**config.mk**
```make
export PLATFORM = sky130hd
export DESIGN_NAME = modbus_rtu_read_transaction_unit_flat
export DESIGN_NICKNAME = d
export VERILOG_FILES = /design/src/rtl/mbrt_pkg.sv /design/src/rtl/mbrt_if.sv /design/src/rtl/mbrt_ctrl.sv /design/src/rtl/mbrt_dp.sv /design/src/rtl/modbus_rtu_read_transaction_unit.sv /design/src/flat_wrapper.sv
export SDC_FILE = /design/constraint.sdc
export NUM_CORES = 1
export LEC_CHECK = 0
export BUFFER_PORTS_ARGS = -buffer_cell sky130_fd_sc_hd__buf_2
export CORE_AREA = 8 8 147 149
export CTS_CLUSTER_SIZE = 8
export DETAILED_ROUTE_END_ITERATION = 7
export DIE_AREA = 0 0 155 157
export MAX_ROUTING_LAYER = met4
export PLACE_DENSITY = 0.88
export SLEW_MARGIN = 10
export SYNTH_ARGS = -nofsm -noshare
export SYNTH_HDL_FRONTEND = slang
export SYNTH_SLANG_ARGS = --single-unit
```
**constraint.sdc**
```tcl
create_clock -name i_clk -period 10.4 [get_ports i_clk]
set_input_delay 2.08 -clock i_clk [delete_from_list [all_inputs] [get_ports i_clk]]
set_output_delay 2.08 -clock i_clk [all_outputs]
set_load 0.005 [all_outputs]
```
**src/rtl/mbrt_pkg.sv**
```systemverilog
// ---------------------------------------------------------------------------
// Modbus RTU read transaction: shared package
// Types, codes, sizes and the CRC-16 byte update used by the control and
// data path modules.
// ---------------------------------------------------------------------------
package mbrt_pkg;

    // Sizes of the response buffer.
    localparam int MAX_WORDS = 8;
    localparam int MAX_BYTES = 32;
    localparam int WIDX_W    = $clog2(MAX_WORDS);
    localparam int LEN_W     = $clog2(MAX_BYTES + 1);
    localparam int CNT_W     = 4;
    localparam int MIN_FRAME = 5;

    // CRC-16 constants, reflected form.
    localparam logic [15:0] CRC_INIT = 16'hFFFF;
    localparam logic [15:0] CRC_POLY = 16'hA001;

    // Exception flag in the returned function byte.
    localparam logic [7:0] EXC_MASK = 8'h80;

    // Request frame layout: six header bytes, then CRC low and high.
    localparam logic [2:0] REQ_HDR_LAST  = 3'd5;
    localparam logic [2:0] REQ_FRM_LAST  = 3'd7;
    localparam logic [2:0] REQ_SLAVE     = 3'd0;
    localparam logic [2:0] REQ_FUNC      = 3'd1;
    localparam logic [2:0] REQ_ADDR_HI   = 3'd2;
    localparam logic [2:0] REQ_ADDR_LO   = 3'd3;
    localparam logic [2:0] REQ_CNT_HI    = 3'd4;
    localparam logic [2:0] REQ_CNT_LO    = 3'd5;
    localparam logic [2:0] REQ_CRC_LO    = 3'd6;
    localparam logic [2:0] REQ_CRC_HI    = 3'd7;

    // Header positions of a received frame.
    localparam logic [LEN_W-1:0] RX_POS_SLAVE = LEN_W'(0);
    localparam logic [LEN_W-1:0] RX_POS_FUNC  = LEN_W'(1);
    localparam logic [LEN_W-1:0] RX_POS_BC    = LEN_W'(2);
    localparam logic [LEN_W-1:0] RX_POS_DATA  = LEN_W'(3);

    // Input item kinds.
    typedef enum logic [1:0] {
        K_REQ  = 2'd0,
        K_BYTE = 2'd1,
        K_END  = 2'd2
    } t_in_kind;

    // Result item kinds.
    typedef enum logic [1:0] {
        O_TX     = 2'd0,
        O_WORD   = 2'd1,
        O_STATUS = 2'd2
    } t_out_kind;

    // Transaction status codes.
    typedef enum logic [2:0] {
        ST_OK      = 3'd0,
        ST_SILENCE = 3'd1,
        ST_CRC     = 3'd2,
        ST_EXCEPT  = 3'd3,
        ST_FORMAT  = 3'd4
    } t_status;

    // Controller states.
    typedef enum logic [2:0] {
        S_IDLE,
        S_TX_CRC,
        S_TX_SEND,
        S_ST_SEND,
        S_WORD_SEND
    } t_state;

    // Commands from the controller to the data path.
    typedef struct packed {
        logic             take_req;
        logic             take_byte;
        logic             take_end;
        logic             crc_step;
        logic             load_tx;
        logic             load_status;
        logic             load_word;
        logic [2:0]       idx;
    } t_cmd;

    // Status from the data path to the controller.
    typedef struct packed {
        logic             out_free;
        logic [CNT_W-1:0] word_cnt;
    } t_stat;

    // One byte through the CRC-16 shift register, LSB first.
    function automatic logic [15:0] crc_feed(input logic [15:0] c, input logic [7:0] b);
        logic [15:0] v;
        v = c ^ {8'h00, b};
        for (int k = 0; k < 8; k++) begin
            v = v[0] ? ((v >> 1) ^ CRC_POLY) : (v >> 1);
        end
        return v;
    endfunction

endpackage

```
**src/rtl/mbrt_if.sv**
```systemverilog
// ---------------------------------------------------------------------------
// Modbus RTU read transaction: channel interfaces
// Valid/ready channels for input items and for result items.
// ---------------------------------------------------------------------------

// Input item channel.
interface mbrt_in_if;
    logic        valid;
    logic        ready;
    logic [1:0]  kind;
    logic [7:0]  slave_addr;
    logic [15:0] reg_addr;
    logic [3:0]  reg_count;
    logic [7:0]  rx_byte;

    modport source (output valid, kind, slave_addr, reg_addr, reg_count, rx_byte,
                    input ready);
    modport sink   (input valid, kind, slave_addr, reg_addr, reg_count, rx_byte,
                    output ready);
endinterface

// Result item channel.
interface mbrt_out_if;
    logic        valid;
    logic        ready;
    logic [1:0]  out_kind;
    logic [7:0]  tx_byte;
    logic [15:0] reg_word;
    logic [2:0]  word_index;
    logic [2:0]  status;
    logic        last;

    modport source (output valid, out_kind, tx_byte, reg_word, word_index, status, last,
                    input ready);
    modport sink   (input valid, out_kind, tx_byte, reg_word, word_index, status, last,
                    output ready);
endinterface

```
**src/rtl/mbrt_ctrl.sv**
```systemverilog
// ---------------------------------------------------------------------------
// Modbus RTU read transaction: controller
// Sequences request CRC, frame transmission, status and word delivery.
// ---------------------------------------------------------------------------
module mbrt_ctrl
    import mbrt_pkg::*;
(
    input  logic       i_clk,
    input  logic       i_rst_n,
    input  logic       i_in_valid,
    input  logic [1:0] i_in_kind,
    output logic       o_in_ready,
    input  t_stat      i_stat,
    output t_cmd       o_cmd
);

    t_state     r_state, n_state;
    logic [2:0] r_cnt, n_cnt;
    logic       word_last;

    // The word being sent is the final one of the response.
    assign word_last = ({1'b0, r_cnt} + CNT_W'(1)) == i_stat.word_cnt;

    // State and step counter.
    always_ff @(posedge i_clk) begin
        if (!i_rst_n) begin
            r_state <= S_IDLE;
            r_cnt   <= '0;
        end else begin
            r_state <= n_state;
            r_cnt   <= n_cnt;
        end
    end

    // Next state and commands.
    always_comb begin
        n_state    = r_state;
        n_cnt      = r_cnt;
        o_in_ready = 1'b0;
        o_cmd      = '0;
        o_cmd.idx  = r_cnt;
        case (r_state)
            S_IDLE: begin
                o_in_ready = 1'b1;
                n_cnt      = '0;
                if (i_in_valid) begin
                    case (i_in_kind)
                        K_REQ: begin
                            o_cmd.take_req = 1'b1;
                            n_state        = S_TX_CRC;
                        end
                        K_BYTE: begin
                            o_cmd.take_byte = 1'b1;
                        end
                        K_END: begin
                            o_cmd.take_end = 1'b1;
                            n_state        = S_ST_SEND;
                        end
                        default: begin
                            n_state = S_IDLE;
                        end
                    endcase
                end
            end
            S_TX_CRC: begin
                o_cmd.crc_step = 1'b1;
                if (r_cnt == REQ_HDR_LAST) begin
                    n_state = S_TX_SEND;
                    n_cnt   = '0;
                end else begin
                    n_cnt = r_cnt + 3'd1;
                end
            end
            S_TX_SEND: begin
                if (i_stat.out_free) begin
                    o_cmd.load_tx = 1'b1;
                    if (r_cnt == REQ_FRM_LAST) begin
                        n_state = S_IDLE;
                        n_cnt   = '0;
                    end else begin
                        n_cnt = r_cnt + 3'd1;
                    end
                end
            end
            S_ST_SEND: begin
                if (i_stat.out_free) begin
                    o_cmd.load_status = 1'b1;
                    n_cnt             = '0;
                    n_state           = (i_stat.word_cnt == '0) ? S_IDLE : S_WORD_SEND;
                end
            end
            S_WORD_SEND: begin
                if (i_stat.out_free) begin
                    o_cmd.load_word = 1'b1;
                    if (word_last) begin
                        n_state = S_IDLE;
                        n_cnt   = '0;
                    end else begin
                        n_cnt = r_cnt + 3'd1;
                    end
                end
            end
            default: begin
                n_state = S_IDLE;
                n_cnt   = '0;
            end
        endcase
    end

    // A request always starts the CRC pass.
    a_req_to_crc: assert property (@(posedge i_clk) disable iff (!i_rst_n)
        (r_state == S_IDLE && i_in_valid && i_in_kind == K_REQ) |=> r_state == S_TX_CRC)
        else $error("request did not start the CRC pass");

    // At most one result is loaded per cycle.
    a_one_load: assert property (@(posedge i_clk) disable iff (!i_rst_n)
        $onehot0({o_cmd.load_tx, o_cmd.load_status, o_cmd.load_word}))
        else $error("more than one result load in a cycle");

    // The CRC pass covers the six header bytes only.
    a_crc_range: assert property (@(posedge i_clk) disable iff (!i_rst_n)
        r_state == S_TX_CRC |-> r_cnt <= REQ_HDR_LAST)
        else $error("CRC pass ran past the header");

endmodule

```
**src/rtl/mbrt_dp.sv**
```systemverilog
// ---------------------------------------------------------------------------
// Modbus RTU read transaction: data path
// Request bytes and CRC, receive buffer and CRC, status check, word store
// and the result output register.
// ---------------------------------------------------------------------------
module mbrt_dp
    import mbrt_pkg::*;
(
    input  logic        i_clk,
    input  logic        i_rst_n,
    input  logic        i_cfg_we,
    input  logic [7:0]  i_cfg_wdata,
    input  t_cmd        i_cmd,
    output t_stat       o_stat,
    input  logic [7:0]  i_slave_addr,
    input  logic [15:0] i_reg_addr,
    input  logic [3:0]  i_reg_count,
    input  logic [7:0]  i_rx_byte,
    input  logic        i_out_ready,
    output logic        o_out_valid,
    output logic [1:0]  o_out_kind,
    output logic [7:0]  o_tx_byte,
    output logic [15:0] o_reg_word,
    output logic [2:0]  o_word_index,
    output logic [2:0]  o_status,
    output logic        o_last
);

    // Configuration and expectations.
    logic [7:0]        r_func_code;
    logic [7:0]        r_exp_slave;
    logic [CNT_W-1:0]  r_exp_cnt;
    logic [15:0]       r_req_addr;
    logic [15:0]       r_tx_crc;

    // Receive side.
    logic [15:0]       r_rx_crc;
    logic [7:0]        r_tail0, r_tail1;
    logic [LEN_W-1:0]  r_rx_len;
    logic [7:0]        r_resp_slave, r_resp_func, r_resp_bc;
    logic [15:0]       r_words [MAX_WORDS];

    // Frame-end results.
    t_status           r_status, n_status;
    logic [CNT_W-1:0]  r_word_cnt;

    // Output register.
    logic              r_out_valid;
    logic [1:0]        r_out_kind;
    logic [7:0]        r_tx_byte;
    logic [15:0]       r_reg_word;
    logic [2:0]        r_word_idx;
    logic [2:0]        r_out_status;
    logic              r_last;

    logic [7:0]        req_byte;
    logic [LEN_W-1:0]  data_off;
    logic [LEN_W-2:0]  word_sel;
    logic              any_load;

    assign o_stat.out_free = !r_out_valid || i_out_ready;
    assign o_stat.word_cnt = r_word_cnt;
    assign any_load = i_cmd.load_tx || i_cmd.load_status || i_cmd.load_word;

    // Byte of the request frame at the current position.
    always_comb begin
        case (i_cmd.idx)
            REQ_SLAVE:   req_byte = r_exp_slave;
            REQ_FUNC:    req_byte = r_func_code;
            REQ_ADDR_HI: req_byte = r_req_addr[15:8];
            REQ_ADDR_LO: req_byte = r_req_addr[7:0];
            REQ_CNT_HI:  req_byte = 8'h00;
            REQ_CNT_LO:  req_byte = {{(8 - CNT_W){1'b0}}, r_exp_cnt};
            REQ_CRC_LO:  req_byte = r_tx_crc[7:0];
            REQ_CRC_HI:  req_byte = r_tx_crc[15:8];
            default:     req_byte = 8'h00;
        endcase
    end

    // Word slot addressed by the current received data byte.
    assign data_off = r_rx_len - RX_POS_DATA;
    assign word_sel = data_off[LEN_W-1:1];

    // Status of the received frame, checks in priority order.
    always_comb begin
        if (r_rx_len < LEN_W'(MIN_FRAME)) begin
            n_status = ST_SILENCE;
        end else if (r_tail0 != r_rx_crc[7:0] || r_tail1 != r_rx_crc[15:8]) begin
            n_status = ST_CRC;
        end else if (r_resp_slave != r_exp_slave) begin
            n_status = ST_CRC;
        end else if ((r_resp_func & EXC_MASK) != 8'h00) begin
            n_status = ST_EXCEPT;
        end else if (r_resp_func != r_func_code
                     || r_exp_cnt > CNT_W'(MAX_WORDS)
                     || r_resp_bc != {3'b000, r_exp_cnt, 1'b0}
                     || r_rx_len != (LEN_W'(MIN_FRAME) + {1'b0, r_exp_cnt, 1'b0})) begin
            n_status = ST_FORMAT;
        end else begin
            n_status = ST_OK;
        end
    end

    // Configuration, expectations and request CRC.
    always_ff @(posedge i_clk) begin
        if (!i_rst_n) begin
            r_func_code <= 8'd3;
            r_exp_slave <= '0;
            r_exp_cnt   <= '0;
        end else begin
            if (i_cfg_we) begin
                r_func_code <= i_cfg_wdata;
            end
            if (i_cmd.take_req) begin
                r_exp_slave <= i_slave_addr;
                r_exp_cnt   <= i_reg_count;
            end
        end
    end

    always_ff @(posedge i_clk) begin
        if (i_cmd.take_req) begin
            r_req_addr <= i_reg_addr;
            r_tx_crc   <= CRC_INIT;
        end else if (i_cmd.crc_step) begin
            r_tx_crc   <= crc_feed(r_tx_crc, req_byte);
        end
    end

    // Receive side: CRC two bytes behind, header capture, length.
    always_ff @(posedge i_clk) begin
        if (!i_rst_n || i_cmd.take_req || i_cmd.take_end) begin
            r_rx_crc     <= CRC_INIT;
            r_tail0      <= '0;
            r_tail1      <= '0;
            r_rx_len     <= '0;
            r_resp_slave <= '0;
            r_resp_func  <= '0;
            r_resp_bc    <= '0;
        end else if (i_cmd.take_byte && r_rx_len < LEN_W'(MAX_BYTES)) begin
            if (r_rx_len >= RX_POS_BC) begin
                r_rx_crc <= crc_feed(r_rx_crc, r_tail0);
            end
            r_tail0  <= r_tail1;
            r_tail1  <= i_rx_byte;
            r_rx_len <= r_rx_len + LEN_W'(1);
            case (r_rx_len)
                RX_POS_SLAVE: r_resp_slave <= i_rx_byte;
                RX_POS_FUNC:  r_resp_func  <= i_rx_byte;
                RX_POS_BC:    r_resp_bc    <= i_rx_byte;
                default:      r_resp_bc    <= r_resp_bc;
            endcase
        end
    end

    // Word store: high byte first on the wire.
    always_ff @(posedge i_clk) begin
        if (i_cmd.take_byte && r_rx_len < LEN_W'(MAX_BYTES) && r_rx_len >= RX_POS_DATA
            && word_sel < (LEN_W - 1)'(MAX_WORDS)) begin
            if (!data_off[0]) begin
                r_words[word_sel[WIDX_W-1:0]][15:8] <= i_rx_byte;
            end else begin
                r_words[word_sel[WIDX_W-1:0]][7:0]  <= i_rx_byte;
            end
        end
    end

    // Frame-end status and number of words to deliver.
    always_ff @(posedge i_clk) begin
        if (!i_rst_n) begin
            r_status   <= ST_OK;
            r_word_cnt <= '0;
        end else if (i_cmd.take_end) begin
            r_status   <= n_status;
            r_word_cnt <= (n_status == ST_OK) ? r_exp_cnt : '0;
        end
    end

    // Output register valid.
    always_ff @(posedge i_clk) begin
        if (!i_rst_n) begin
            r_out_valid <= 1'b0;
        end else if (any_load) begin
            r_out_valid <= 1'b1;
        end else if (i_out_ready) begin
            r_out_valid <= 1'b0;
        end
    end

    // Output register payload.
    always_ff @(posedge i_clk) begin
        if (i_cmd.load_tx) begin
            r_out_kind   <= O_TX;
            r_tx_byte    <= req_byte;
            r_reg_word   <= '0;
            r_word_idx   <= '0;
            r_out_status <= ST_OK;
            r_last       <= (i_cmd.idx == REQ_FRM_LAST);
        end else if (i_cmd.load_status) begin
            r_out_kind   <= O_STATUS;
            r_tx_byte    <= '0;
            r_reg_word   <= '0;
            r_word_idx   <= '0;
            r_out_status <= r_status;
            r_last       <= (r_word_cnt == '0);
        end else if (i_cmd.load_word) begin
            r_out_kind   <= O_WORD;
            r_tx_byte    <= '0;
            r_reg_word   <= r_words[i_cmd.idx[WIDX_W-1:0]];
            r_word_idx   <= i_cmd.idx;
            r_out_status <= ST_OK;
            r_last       <= ({1'b0, i_cmd.idx} + CNT_W'(1)) == r_word_cnt;
        end
    end

    assign o_out_valid  = r_out_valid;
    assign o_out_kind   = r_out_kind;
    assign o_tx_byte    = r_tx_byte;
    assign o_reg_word   = r_reg_word;
    assign o_word_index = r_word_idx;
    assign o_status     = r_out_status;
    assign o_last       = r_last;

    // The receive length saturates at the buffer size.
    a_len_bound: assert property (@(posedge i_clk) disable iff (!i_rst_n)
        r_rx_len <= LEN_W'(MAX_BYTES))
        else $error("receive length beyond buffer");

    // A result appears only after the controller loaded one.
    a_load_first: assert property (@(posedge i_clk) disable iff (!i_rst_n)
        $rose(r_out_valid) |-> $past(any_load))
        else $error("result valid without a load");

    // Words are delivered only for an ok status.
    a_words_ok: assert property (@(posedge i_clk) disable iff (!i_rst_n)
        i_cmd.load_word |-> (r_status == ST_OK && r_word_cnt != '0))
        else $error("word delivered without ok status");

endmodule

```
**src/rtl/modbus_rtu_read_transaction_unit.sv**
```systemverilog
// ---------------------------------------------------------------------------
// Modbus RTU read transaction unit
// Read-registers master: builds the request frame with its CRC-16, checks
// the response and delivers status and register words.
//
//   Channel   Dir   Handshake        Beat contents
//   i_in      in    valid/ready      kind, slave, start, count, rx byte
//   o_out     out   valid/ready      kind, tx byte, word, index, status, last
//   i_cfg_*   in    write enable     function code
//
// A request is taken, then its six header bytes pass one byte per cycle
// through the CRC update and eight result beats follow. A frame end is
// taken, then one status beat and up to eight word beats follow. Every
// result beat passes through the output register; a stall on o_out holds
// the sequence where it is. Input is taken only while no item is in
// progress. Reset is synchronous and needs no clearing pass.
// ---------------------------------------------------------------------------
module modbus_rtu_read_transaction_unit
    import mbrt_pkg::*;
(
    input  logic       i_clk,
    input  logic       i_rst_n,
    input  logic       i_cfg_we,
    input  logic [7:0] i_cfg_wdata,
    mbrt_in_if.sink    i_in,
    mbrt_out_if.source o_out
);

    t_cmd  cmd;
    t_stat stat;

    // Controller.
    mbrt_ctrl u_ctrl (
        .i_clk      (i_clk),
        .i_rst_n    (i_rst_n),
        .i_in_valid (i_in.valid),
        .i_in_kind  (i_in.kind),
        .o_in_ready (i_in.ready),
        .i_stat     (stat),
        .o_cmd      (cmd)
    );

    // Data path.
    mbrt_dp u_dp (
        .i_clk        (i_clk),
        .i_rst_n      (i_rst_n),
        .i_cfg_we     (i_cfg_we),
        .i_cfg_wdata  (i_cfg_wdata),
        .i_cmd        (cmd),
        .o_stat       (stat),
        .i_slave_addr (i_in.slave_addr),
        .i_reg_addr   (i_in.reg_addr),
        .i_reg_count  (i_in.reg_count),
        .i_rx_byte    (i_in.rx_byte),
        .i_out_ready  (o_out.ready),
        .o_out_valid  (o_out.valid),
        .o_out_kind   (o_out.out_kind),
        .o_tx_byte    (o_out.tx_byte),
        .o_reg_word   (o_out.reg_word),
        .o_word_index (o_out.word_index),
        .o_status     (o_out.status),
        .o_last       (o_out.last)
    );

endmodule

```
**src/flat_wrapper.sv**
```systemverilog
// flat-port wrapper written by rule: the top's interface ports become plain ports
module modbus_rtu_read_transaction_unit_flat import mbrt_pkg::*;
  (i_clk, i_rst_n, i_cfg_we, i_cfg_wdata, i_in_valid, i_in_kind, i_in_slave_addr, i_in_reg_addr, i_in_reg_count, i_in_rx_byte, i_in_ready, o_out_valid, o_out_out_kind, o_out_tx_byte, o_out_reg_word, o_out_word_index, o_out_status, o_out_last, o_out_ready);
  mbrt_in_if i_in_i ();
  mbrt_out_if o_out_i ();
  input  logic i_clk;
  input  logic i_rst_n;
  input  logic i_cfg_we;
  input  logic [7:0] i_cfg_wdata;
  input wire logic [$bits(i_in_i.valid)-1:0] i_in_valid;
  input wire logic [$bits(i_in_i.kind)-1:0] i_in_kind;
  input wire logic [$bits(i_in_i.slave_addr)-1:0] i_in_slave_addr;
  input wire logic [$bits(i_in_i.reg_addr)-1:0] i_in_reg_addr;
  input wire logic [$bits(i_in_i.reg_count)-1:0] i_in_reg_count;
  input wire logic [$bits(i_in_i.rx_byte)-1:0] i_in_rx_byte;
  output wire logic [$bits(i_in_i.ready)-1:0] i_in_ready;
  output wire logic [$bits(o_out_i.valid)-1:0] o_out_valid;
  output wire logic [$bits(o_out_i.out_kind)-1:0] o_out_out_kind;
  output wire logic [$bits(o_out_i.tx_byte)-1:0] o_out_tx_byte;
  output wire logic [$bits(o_out_i.reg_word)-1:0] o_out_reg_word;
  output wire logic [$bits(o_out_i.word_index)-1:0] o_out_word_index;
  output wire logic [$bits(o_out_i.status)-1:0] o_out_status;
  output wire logic [$bits(o_out_i.last)-1:0] o_out_last;
  input wire logic [$bits(o_out_i.ready)-1:0] o_out_ready;
  assign i_in_i.valid = i_in_valid;
  assign i_in_i.kind = i_in_kind;
  assign i_in_i.slave_addr = i_in_slave_addr;
  assign i_in_i.reg_addr = i_in_reg_addr;
  assign i_in_i.reg_count = i_in_reg_count;
  assign i_in_i.rx_byte = i_in_rx_byte;
  assign i_in_ready = i_in_i.ready;
  assign o_out_valid = o_out_i.valid;
  assign o_out_out_kind = o_out_i.out_kind;
  assign o_out_tx_byte = o_out_i.tx_byte;
  assign o_out_reg_word = o_out_i.reg_word;
  assign o_out_word_index = o_out_i.word_index;
  assign o_out_status = o_out_i.status;
  assign o_out_last = o_out_i.last;
  assign o_out_i.ready = o_out_ready;
  modbus_rtu_read_transaction_unit u_core (.i_clk(i_clk), .i_rst_n(i_rst_n), .i_cfg_we(i_cfg_we), .i_cfg_wdata(i_cfg_wdata), .i_in(i_in_i), .o_out(o_out_i));
endmodule
```
==> results.md, run 1 <==
* Non-filler cells, final at 1403
* Share of cells above drive strength 1 at 16.2%
* DR vias at 8775
* Hold slack final at ~460 ps
* H-tree levels at 2
* Cts bufs inserted at 42
* Power per cell area at 210 nW/µm²
* First-pass GRT wire length at a little under 50000 µm
* Vias in the first global route at ~8800
* I/O pins at 86
* Largest net degree at the start of global routing at 48
* Post-synth EDFFs at 153
* Diodes inserted at 0
* DR WL/cell at ~22 µm
* Sw power at 753 µW
* Placed Cells incl. Taps at 1331
* Least-Margin Pin Slew at 1190 ps
* Worst Hold Class: reg -> reg
* Status: completed
* Synth Register Bits at 289
* Final Cycle Share at a little over a third
* Clock sinks at 289
* Die Width at 155 µm
* Max Fclk at 0.264 GHz
* Final setup fails at 0
* Top post-synthesis cells by area: edfxtp_1 (37%), dfxtp_1 (22%), mux4_2 (5.9%), nand2_1 (5.2%), mux2i_1 (3.5%)
* Final hold violations at 0
* Setup crit end kind: flop
* Dpl cell area at 12900 µm²
* P&R area growth vs syn at 14.8%
* RSZ-0062 raised after global routing: false
* Power Internal at about 2.2 mW
* Maxcap violations at 0
* Sw Share at between 20% and 30%
* Area of the core at slightly below 20000 µm²
* Antenna violations before repair at 0
* Final Power at 2.96 mW
* Final core occ at 73.3%
* Cell count after synthesis at 1030
* Post-DP HPWL at 19700 µm
* IR drop worst, VDD at 140 µV
* WP data arrival at ~4000 ps
* DRC viols at 0
* WP data required at ~11000 ps
* CTS tree: yes
* Setup TNS at 0 ps
* Post-CTS resize count at 0
* Cell taking the most area after synthesis: edfxtp_1
* Root Buffer: clkbuf_16
* I/O Buffers at 85
* Max-slew violation count at 0
* Startpoint Class: input port
* Post-place setup slack at slightly above 6000 ps
* Post-CTS Hold Buffers at 0
* Drt first pass iters at 8
* Post-synthesis sequential area ratio at 59.7%
* Clock latency on the worst-skew pair at 530 ps
* Seq pwr share at about 44%
* Asr flop ratio synth at 0%
* Die area at 24300 µm²
* Clock power frac at approximately two fifths
* Final ANT Viol Nets at 0
* Final WL at 31300 µm
* Total setup buffers inserted after CTS at 0
* CTS clk-pin slew, worst paths at 50 ps
* Area of the mapped netlist at roughly 12000 µm²
* Syn Nets at 1096
* CTS Buffer Depth at 3
* Setup CP Type: in -> reg
* Combinational share of power at 13.9%
* Violation count after the first detailed-route iteration at approximately 1000
* Height of the die at between 150 and 200 µm
* Crit path time final at 3790 ps
* Synth Warn # at 0
* Std-Cell Rows at 51
* Final RePlAce weighted congestion at 0.941
* Leakage at between 5 and 6 nW
* Rel. slew slack at 20.4%
* Synth Area per Inst at 11.9 µm²
* Gr ovfl total at 0
* Final nets at 1176
* Worst-path maximum fanout at 28
* Yosys cell types at 62
* Final Skew at around 22 ps
* Synth Flop Type: edfxtp_1
* Initial Utilization at 63.9%
* Setup WS post-layout at 6610 ps
* Design area at 14100 µm²
* Post-DR vias/cell at 6.25
* Share of the synthesized area in the top cell type at 37.5%
* Total GRT Usage at 26.6%
## final timing paths
| check | from | endpoint | slack, ps | cells past startpoint |
|---|---|---|---|---|
| setup / recovery | i_in_kind[0] | u_core.u_dp.r_words[2][6]$_DFFE_PP_ | 6610 | 7 |
| hold reg to reg | u_core.u_dp.o_out_kind[1]$_SDFFE_PP0P_ | u_core.u_dp.o_out_kind[1]$_SDFFE_PP0P_ | 460 | 2 |
| setup reg to reg | u_core.u_ctrl.r_cnt[1]$_SDFFE_PN0P_ | u_core.u_dp.r_tx_crc[15]$_SDFFE_PP1P_ | 6710 | 10 |
| hold / removal | u_core.u_dp.o_out_kind[1]$_SDFFE_PP0P_ | u_core.u_dp.o_out_kind[1]$_SDFFE_PP0P_ | 460 | 2 |
## power groups by stage
| stage | Combinational (mW) | Clock (mW) | Sequential (mW) |
|---|---|---|---|
| global placement | 0.393 | 0 | 1.33 |
| floorplan | 0.312 | 0 | 1.32 |
| detailed placement | 0.401 | 0 | 1.33 |
| global route | 0.445 | 1.29 | 1.32 |
| finish | 0.410 | 1.24 | 1.31 |
| CTS | 0.407 | 1.25 | 1.31 |
## Yosys cell counts, types with 7 or more instances
master and n:
nand2_1 170, edfxtp_1 153, dfxtp_1 136, nor2_1 90, mux2i_1 43, clkbuf_1 41, xor2_1 40, a21oi_1 32
mux4_2 32, xnor2_1 29, nor2b_1 19, a21boi_0 17, a311oi_1 16, inv_1 16, o211ai_1 16, ha_1 15
nand3_1 15, o21ai_0 15, nand2b_1 10, a211oi_1 9, a22oi_1 9, nand4_1 9, buf_1 8, nor4_1 7
## flip-flops by register name, summed over array words and instances (netlist names), 16 cells and up
register,flops
u_core.u_dp.o_reg_word,16
u_core.u_dp.r_req_addr,16
u_core.u_dp.r_words,128
u_core.u_dp.r_rx_crc,16
u_core.u_dp.r_tx_crc,16
## cells in the final DEF (no fill, tap or decap), types with 32 or more instances in the layout
| cell type | netlist | routed |
|---|---|---|
| nand2_1 | 170 | 170 |
| edfxtp_1 | 153 | 153 |
| dfxtp_1 | 136 | 134 |
| nor2_1 | 90 | 90 |
| buf_2 | 5 | 85 |
| mux2i_1 | 43 | 43 |
| clkbuf_16 | 0 | 43 |
| xor2_1 | 40 | 40 |
| a21oi_1 | 32 | 32 |
| mux4_2 | 32 | 32 |
## layout make-up
type                            count  area (µm²)
Inverter                           17        63.8
Clock inverter                      3        41.3
Multi-Input combinational cell    668        4670
Tap cell                          265         332
Fill cell                        1137        5130
Sequential cell                   289        7320
Clock buffer                       69        1170
Timing Repair Buffer               92         478
## kinds of logic after synthesis
| logic type | after synthesis | share of synthesized area (%) |
|---|---|---|
| AOI/OAI and AO/OA | 149 | 8.51 |
| buffers and inverters | 73 | 2.35 |
| xor gates and xnor gates | 72 | 5.47 |
| muxes | 79 | 9.78 |
| DFF | 289 | 59.7 |
| adders and majority gates | 15 | 1.53 |
| and+or+nand+nor | 353 | 12.7 |
## critical path: stages
cell	delay, ps
buf_2	90
inv_1	90
nor4_4	290
buf_4	350
and3_1	260
nand2_1	140
nor2_1	630
## metal layers
layer  vias to the layer above  share of wire (%)  track usage [%]
met5                         -                  0                -
met1                      4219                 37             32.6
met4                         0                3.4             10.5
li1                       3872                  -                -
met2                       581                 49             42.4
met3                       103                 11             6.14
Note: power is estimated with default switching activity, not from simulation.
==> run 2, diff against run 1 <==
--- a/config.mk
+++ b/config.mk
@@ -5,13 +5,14 @@
 export SDC_FILE = /design/constraint.sdc
 export NUM_CORES = 1
 export LEC_CHECK = 0
+export ABC_AREA = 1
 export BUFFER_PORTS_ARGS = -buffer_cell sky130_fd_sc_hd__buf_2
-export CORE_AREA = 8 8 147 149
+export CORE_AREA = 8 8 162 164
 export CTS_CLUSTER_SIZE = 8
 export DETAILED_ROUTE_END_ITERATION = 7
-export DIE_AREA = 0 0 155 157
+export DIE_AREA = 0 0 170 172
 export MAX_ROUTING_LAYER = met4
-export PLACE_DENSITY = 0.88
+export PLACE_DENSITY = 0.78
 export SLEW_MARGIN = 10
 export SYNTH_ARGS = -nofsm -noshare
 export SYNTH_HDL_FRONTEND = slang
==> constraint.sdc (replaced) <==
create_clock -name i_clk -period 3.06 [get_ports i_clk]
set_input_delay 0.612 -clock i_clk [delete_from_list [all_inputs] [get_ports i_clk]]
set_output_delay 0.612 -clock i_clk [all_outputs]
set_load 0.005 [all_outputs]
==> results.md, run 2 <==
* Status: completed
* IR drop worst, VDD at 616 µV (+340%)
* DRC viols at 0 (unchanged)
* Height of the die at 172 µm (+9.6%)
* Post-CTS Hold Buffers at 0 (unchanged)
* Most frequent cell after synthesis: nand2_1
* Final RePlAce weighted congestion at 0.928 (-1.4%)
* Cell taking the most area after synthesis: edfxtp_1
* Final nets at 1497 (+27%)
* Final setup fails at 0 (unchanged)
* WP data required at 3520 ps (-7040 ps)
* Reg-to-reg slack, setup at 450 ps (-6260 ps)
* Final Skew at 11.7 ps (-10.4 ps)
* Met3 routed WL at 2680 µm (-19%)
* Diodes inserted at 0 (unchanged)
* Final hold violations at 0 (unchanged)
* Post-synth EDFFs at 153 (unchanged)
* H-tree levels at 2 (unchanged)
* Top post-synthesis cells by area: edfxtp_1 (37%), dfxtp_1 (22%), o21ai_0 (6.4%), nand2_1 (5.7%), nor2_1 (5.1%)
* Leading cell type in the layout, fill and taps excluded: nand2_1
* Setup CP Type: reg -> reg
* CTS clk-pin slew, worst paths at 50 ps (about the same)
* Met2 WL at 15000 µm (-1.9%)
* DR WL/cell at 17.7 µm (-21%)
* I/O Buffers at 85 (unchanged)
* RSZ-0062 raised after global routing: false
* Max-slew violation count at 0 (unchanged)
* Synth Warn # at 0 (unchanged)
* Synth Area per Inst at 9.48 µm² (-20%)
* Setup TNS at 0 ps (unchanged)
* Final WL at 31500 µm (+0.50%)
* Rel. slew slack at 29.7% (+9.3 points)
* Area of the mapped netlist at 12500 µm² (+2.3%)
* DR vias at 9870 (+12%)
* Power per cell area at 728 nW/µm² (+250%)
* Clock latency on the worst-skew pair at 530 ps (about the same)
* P&R area growth vs syn at 16.6%
* Post-synthesis sequential area ratio at 58.3% (-1.3 points)
* Total setup buffers inserted after CTS at 0 (unchanged)
* DRT met1 WL at 13100 µm (+13%)
* Setup crit end kind: flop
* Area of the core at 23800 µm² (+24%)
* Final Power at 10.6 mW (+260%)
* Post-DR vias/cell at 5.54 (-11%)
* Critical R2R Capture: u_core.u_dp.r_word_cnt[0]$_SDFFE_PN0P_
* Share of the synthesized area in the top cell type at 36.6% (-0.84 points)
* Cell count after synthesis at 1323 (+28%)
* Most common library cells after synthesis: nand2_1 (192), nor2_1 (172), o21ai_0 (161)
* Vias in the first global route at 9380 (+7.2%)
* Die Width at 170 µm (+9.7%)
* Initial Utilization at 52.7% (-11 points)
* Violation count after the first detailed-route iteration at 1055 (+1.3%)
* Std-Cell Rows at 57 (+12%)
* Critical path destination: u_core.u_dp.r_word_cnt[0]$_SDFFE_PN0P_
* Max Fclk at 0.383 GHz
* Cts bufs inserted at 42 (unchanged)
* Hold slack final at 253 ps (-208 ps)
* Crit. Startpoint: u_core.u_dp.r_tail0[0]$_SDFFE_PP0P_
* Worst-path maximum fanout at 4 (-86%)
* CTS Buffer Depth at 3 (unchanged)
* Commonest non-fill, non-tap cells in the layout: nand2_1 (192), nor2_1 (171), o21ai_0 (161)
* Startpoint Class: flop
* Final ANT Viol Nets at 0 (unchanged)
* Clock sinks at 289 (unchanged)
* Final Cycle Share at between 80% and 90%
* First-pass GRT wire length at 50000 µm (+2.5%)
* Worst Reg-to-Reg Cells at 11 (+1)
* Max reg flops at 128 (unchanged)
* Drt first pass iters at 6 (-2)
* Worst Hold Class: in -> reg
* CTS tree: yes
* Least-Margin Pin Slew at 1050 ps (-141 ps)
* Post-DP HPWL at 21400 µm (+8.5%)
* Largest net degree at the start of global routing at 67 (+40%)
* Gr ovfl total at 0 (unchanged)
* Synth Register Bits at 289 (unchanged)
* Crit path time final at roughly 2600 ps
* Maxcap violations at 0 (unchanged)
* Worst r2r src: u_core.u_dp.r_tail0[0]$_SDFFE_PP0P_
* Share of cells above drive strength 1 at 14.9% (-1.2 points)
* Total GRT Usage at 22.2% (-4.4 points)
* Yosys cell types at 50 (-19%)
* Max layer used: met4
* WP data arrival at 3070 ps (-880 ps)
* Root Buffer: clkbuf_16
* Antenna violations before repair at 0 (unchanged)
* Leakage at 5.87 nW (+10%)
* Syn Nets at 1389 (+27%)
* Asr flop ratio synth at 0% (unchanged)
* Synth Flop Type: edfxtp_1
* Die area at 29200 µm² (+20%)
* Post-CTS resize count at 0 (unchanged)
* I/O pins at 86 (unchanged)
[run 2: cell count changes in the layout (fill, tap and decap cells not counted), moves of 43 or more]
cell / before / now
a21oi_1: 32 / 83
inv_1: 16 / 84
mux2i_1: 43 / 0
nand3_1: 15 / 68
nor2_1: 90 / 171
o21ai_0: 15 / 161
[run 2: report_power, final]
group	total (mW)	internal [mW]	switching [mW]
Clock	4.30	2.65	1.65
Sequential	4.53	4.34	0.197
Combinational	1.82	0.594	1.23
[run 2: through the flow]
stage          instances  utilization, %  worst slack [ps]  instance area, µm²
6_report            1783            61.4               446               14600
5_1_grt             1783            61.4               124               14600
4_1_cts             1783            61.4               532               14600
3_5_place_dp        1711            56.2               538               13400
3_3_place_gp        1711            56.2               626               13400
2_1_floorplan       1323               -               381               12500
[run 2: worst min-delay path by stage]
stage / start / endpoint / slack, ps / cells after the start
final: i_in_reg_addr[15] / u_core.u_dp.r_req_addr[15]$_DFFE_PP_ / 250 / 1
after global routing: i_in_reg_addr[5] / u_core.u_dp.r_req_addr[5]$_DFFE_PP_ / 240 / 1
after CTS: i_in_reg_addr[15] / u_core.u_dp.r_req_addr[15]$_DFFE_PP_ / 240 / 1
after detailed placement: u_core.u_dp.o_status[0]$_SDFFE_PP0P_ / u_core.u_dp.o_status[0]$_SDFFE_PP0P_ / 460 / 2
after global placement: u_core.u_dp.o_out_kind[0]$_SDFFE_PP0P_ / u_core.u_dp.o_out_kind[0]$_SDFFE_PP0P_ / 440 / 1
after floorplan: u_core.u_dp.r_status[0]$_SDFFE_PN0P_ / u_core.u_dp.o_status[0]$_SDFFE_PP0P_ / 440 / 2
[run 2: cell type report]
type                    count  area, µm²
fillers                  1922       9190
flip-flops and latches    289       7320
multi-input cells         879       4590
clock buffers              67       1140
repair buffers            124        718
well taps                 324        405
inverters                  95        362
clock inverters             5       93.8
[run 2: kinds of logic (layout without fill, tap and decap cells)]
group	Yosys count	after routing	share of synthesized area, %
compound gates	333	333	15.1
xor+xnor	43	43	3.06
fa+ha+maj	15	15	1.50
buf+inv	155	291	5.12
flops	289	289	58.3
simple gates	488	488	16.9
[run 2: critical path, cell delays in order (launching register included)]
cell and delay, ps:
dfxtp_1 320, xnor2_1 370, ha_1 220, nand2_1 50, nor2_1 100, nand4_1 90, nor3_1 320, nand2_1 120
nor2_1 170, nor3b_1 490, nand3_1 150, a21oi_1 150
[run 2: layer usage]
layer,up-vias,global-route usage (%)
met4,0,6.06
met5,-,-
met1,4634,29.2
met3,54,3.68
li1,4774,-
met2,408,35.3
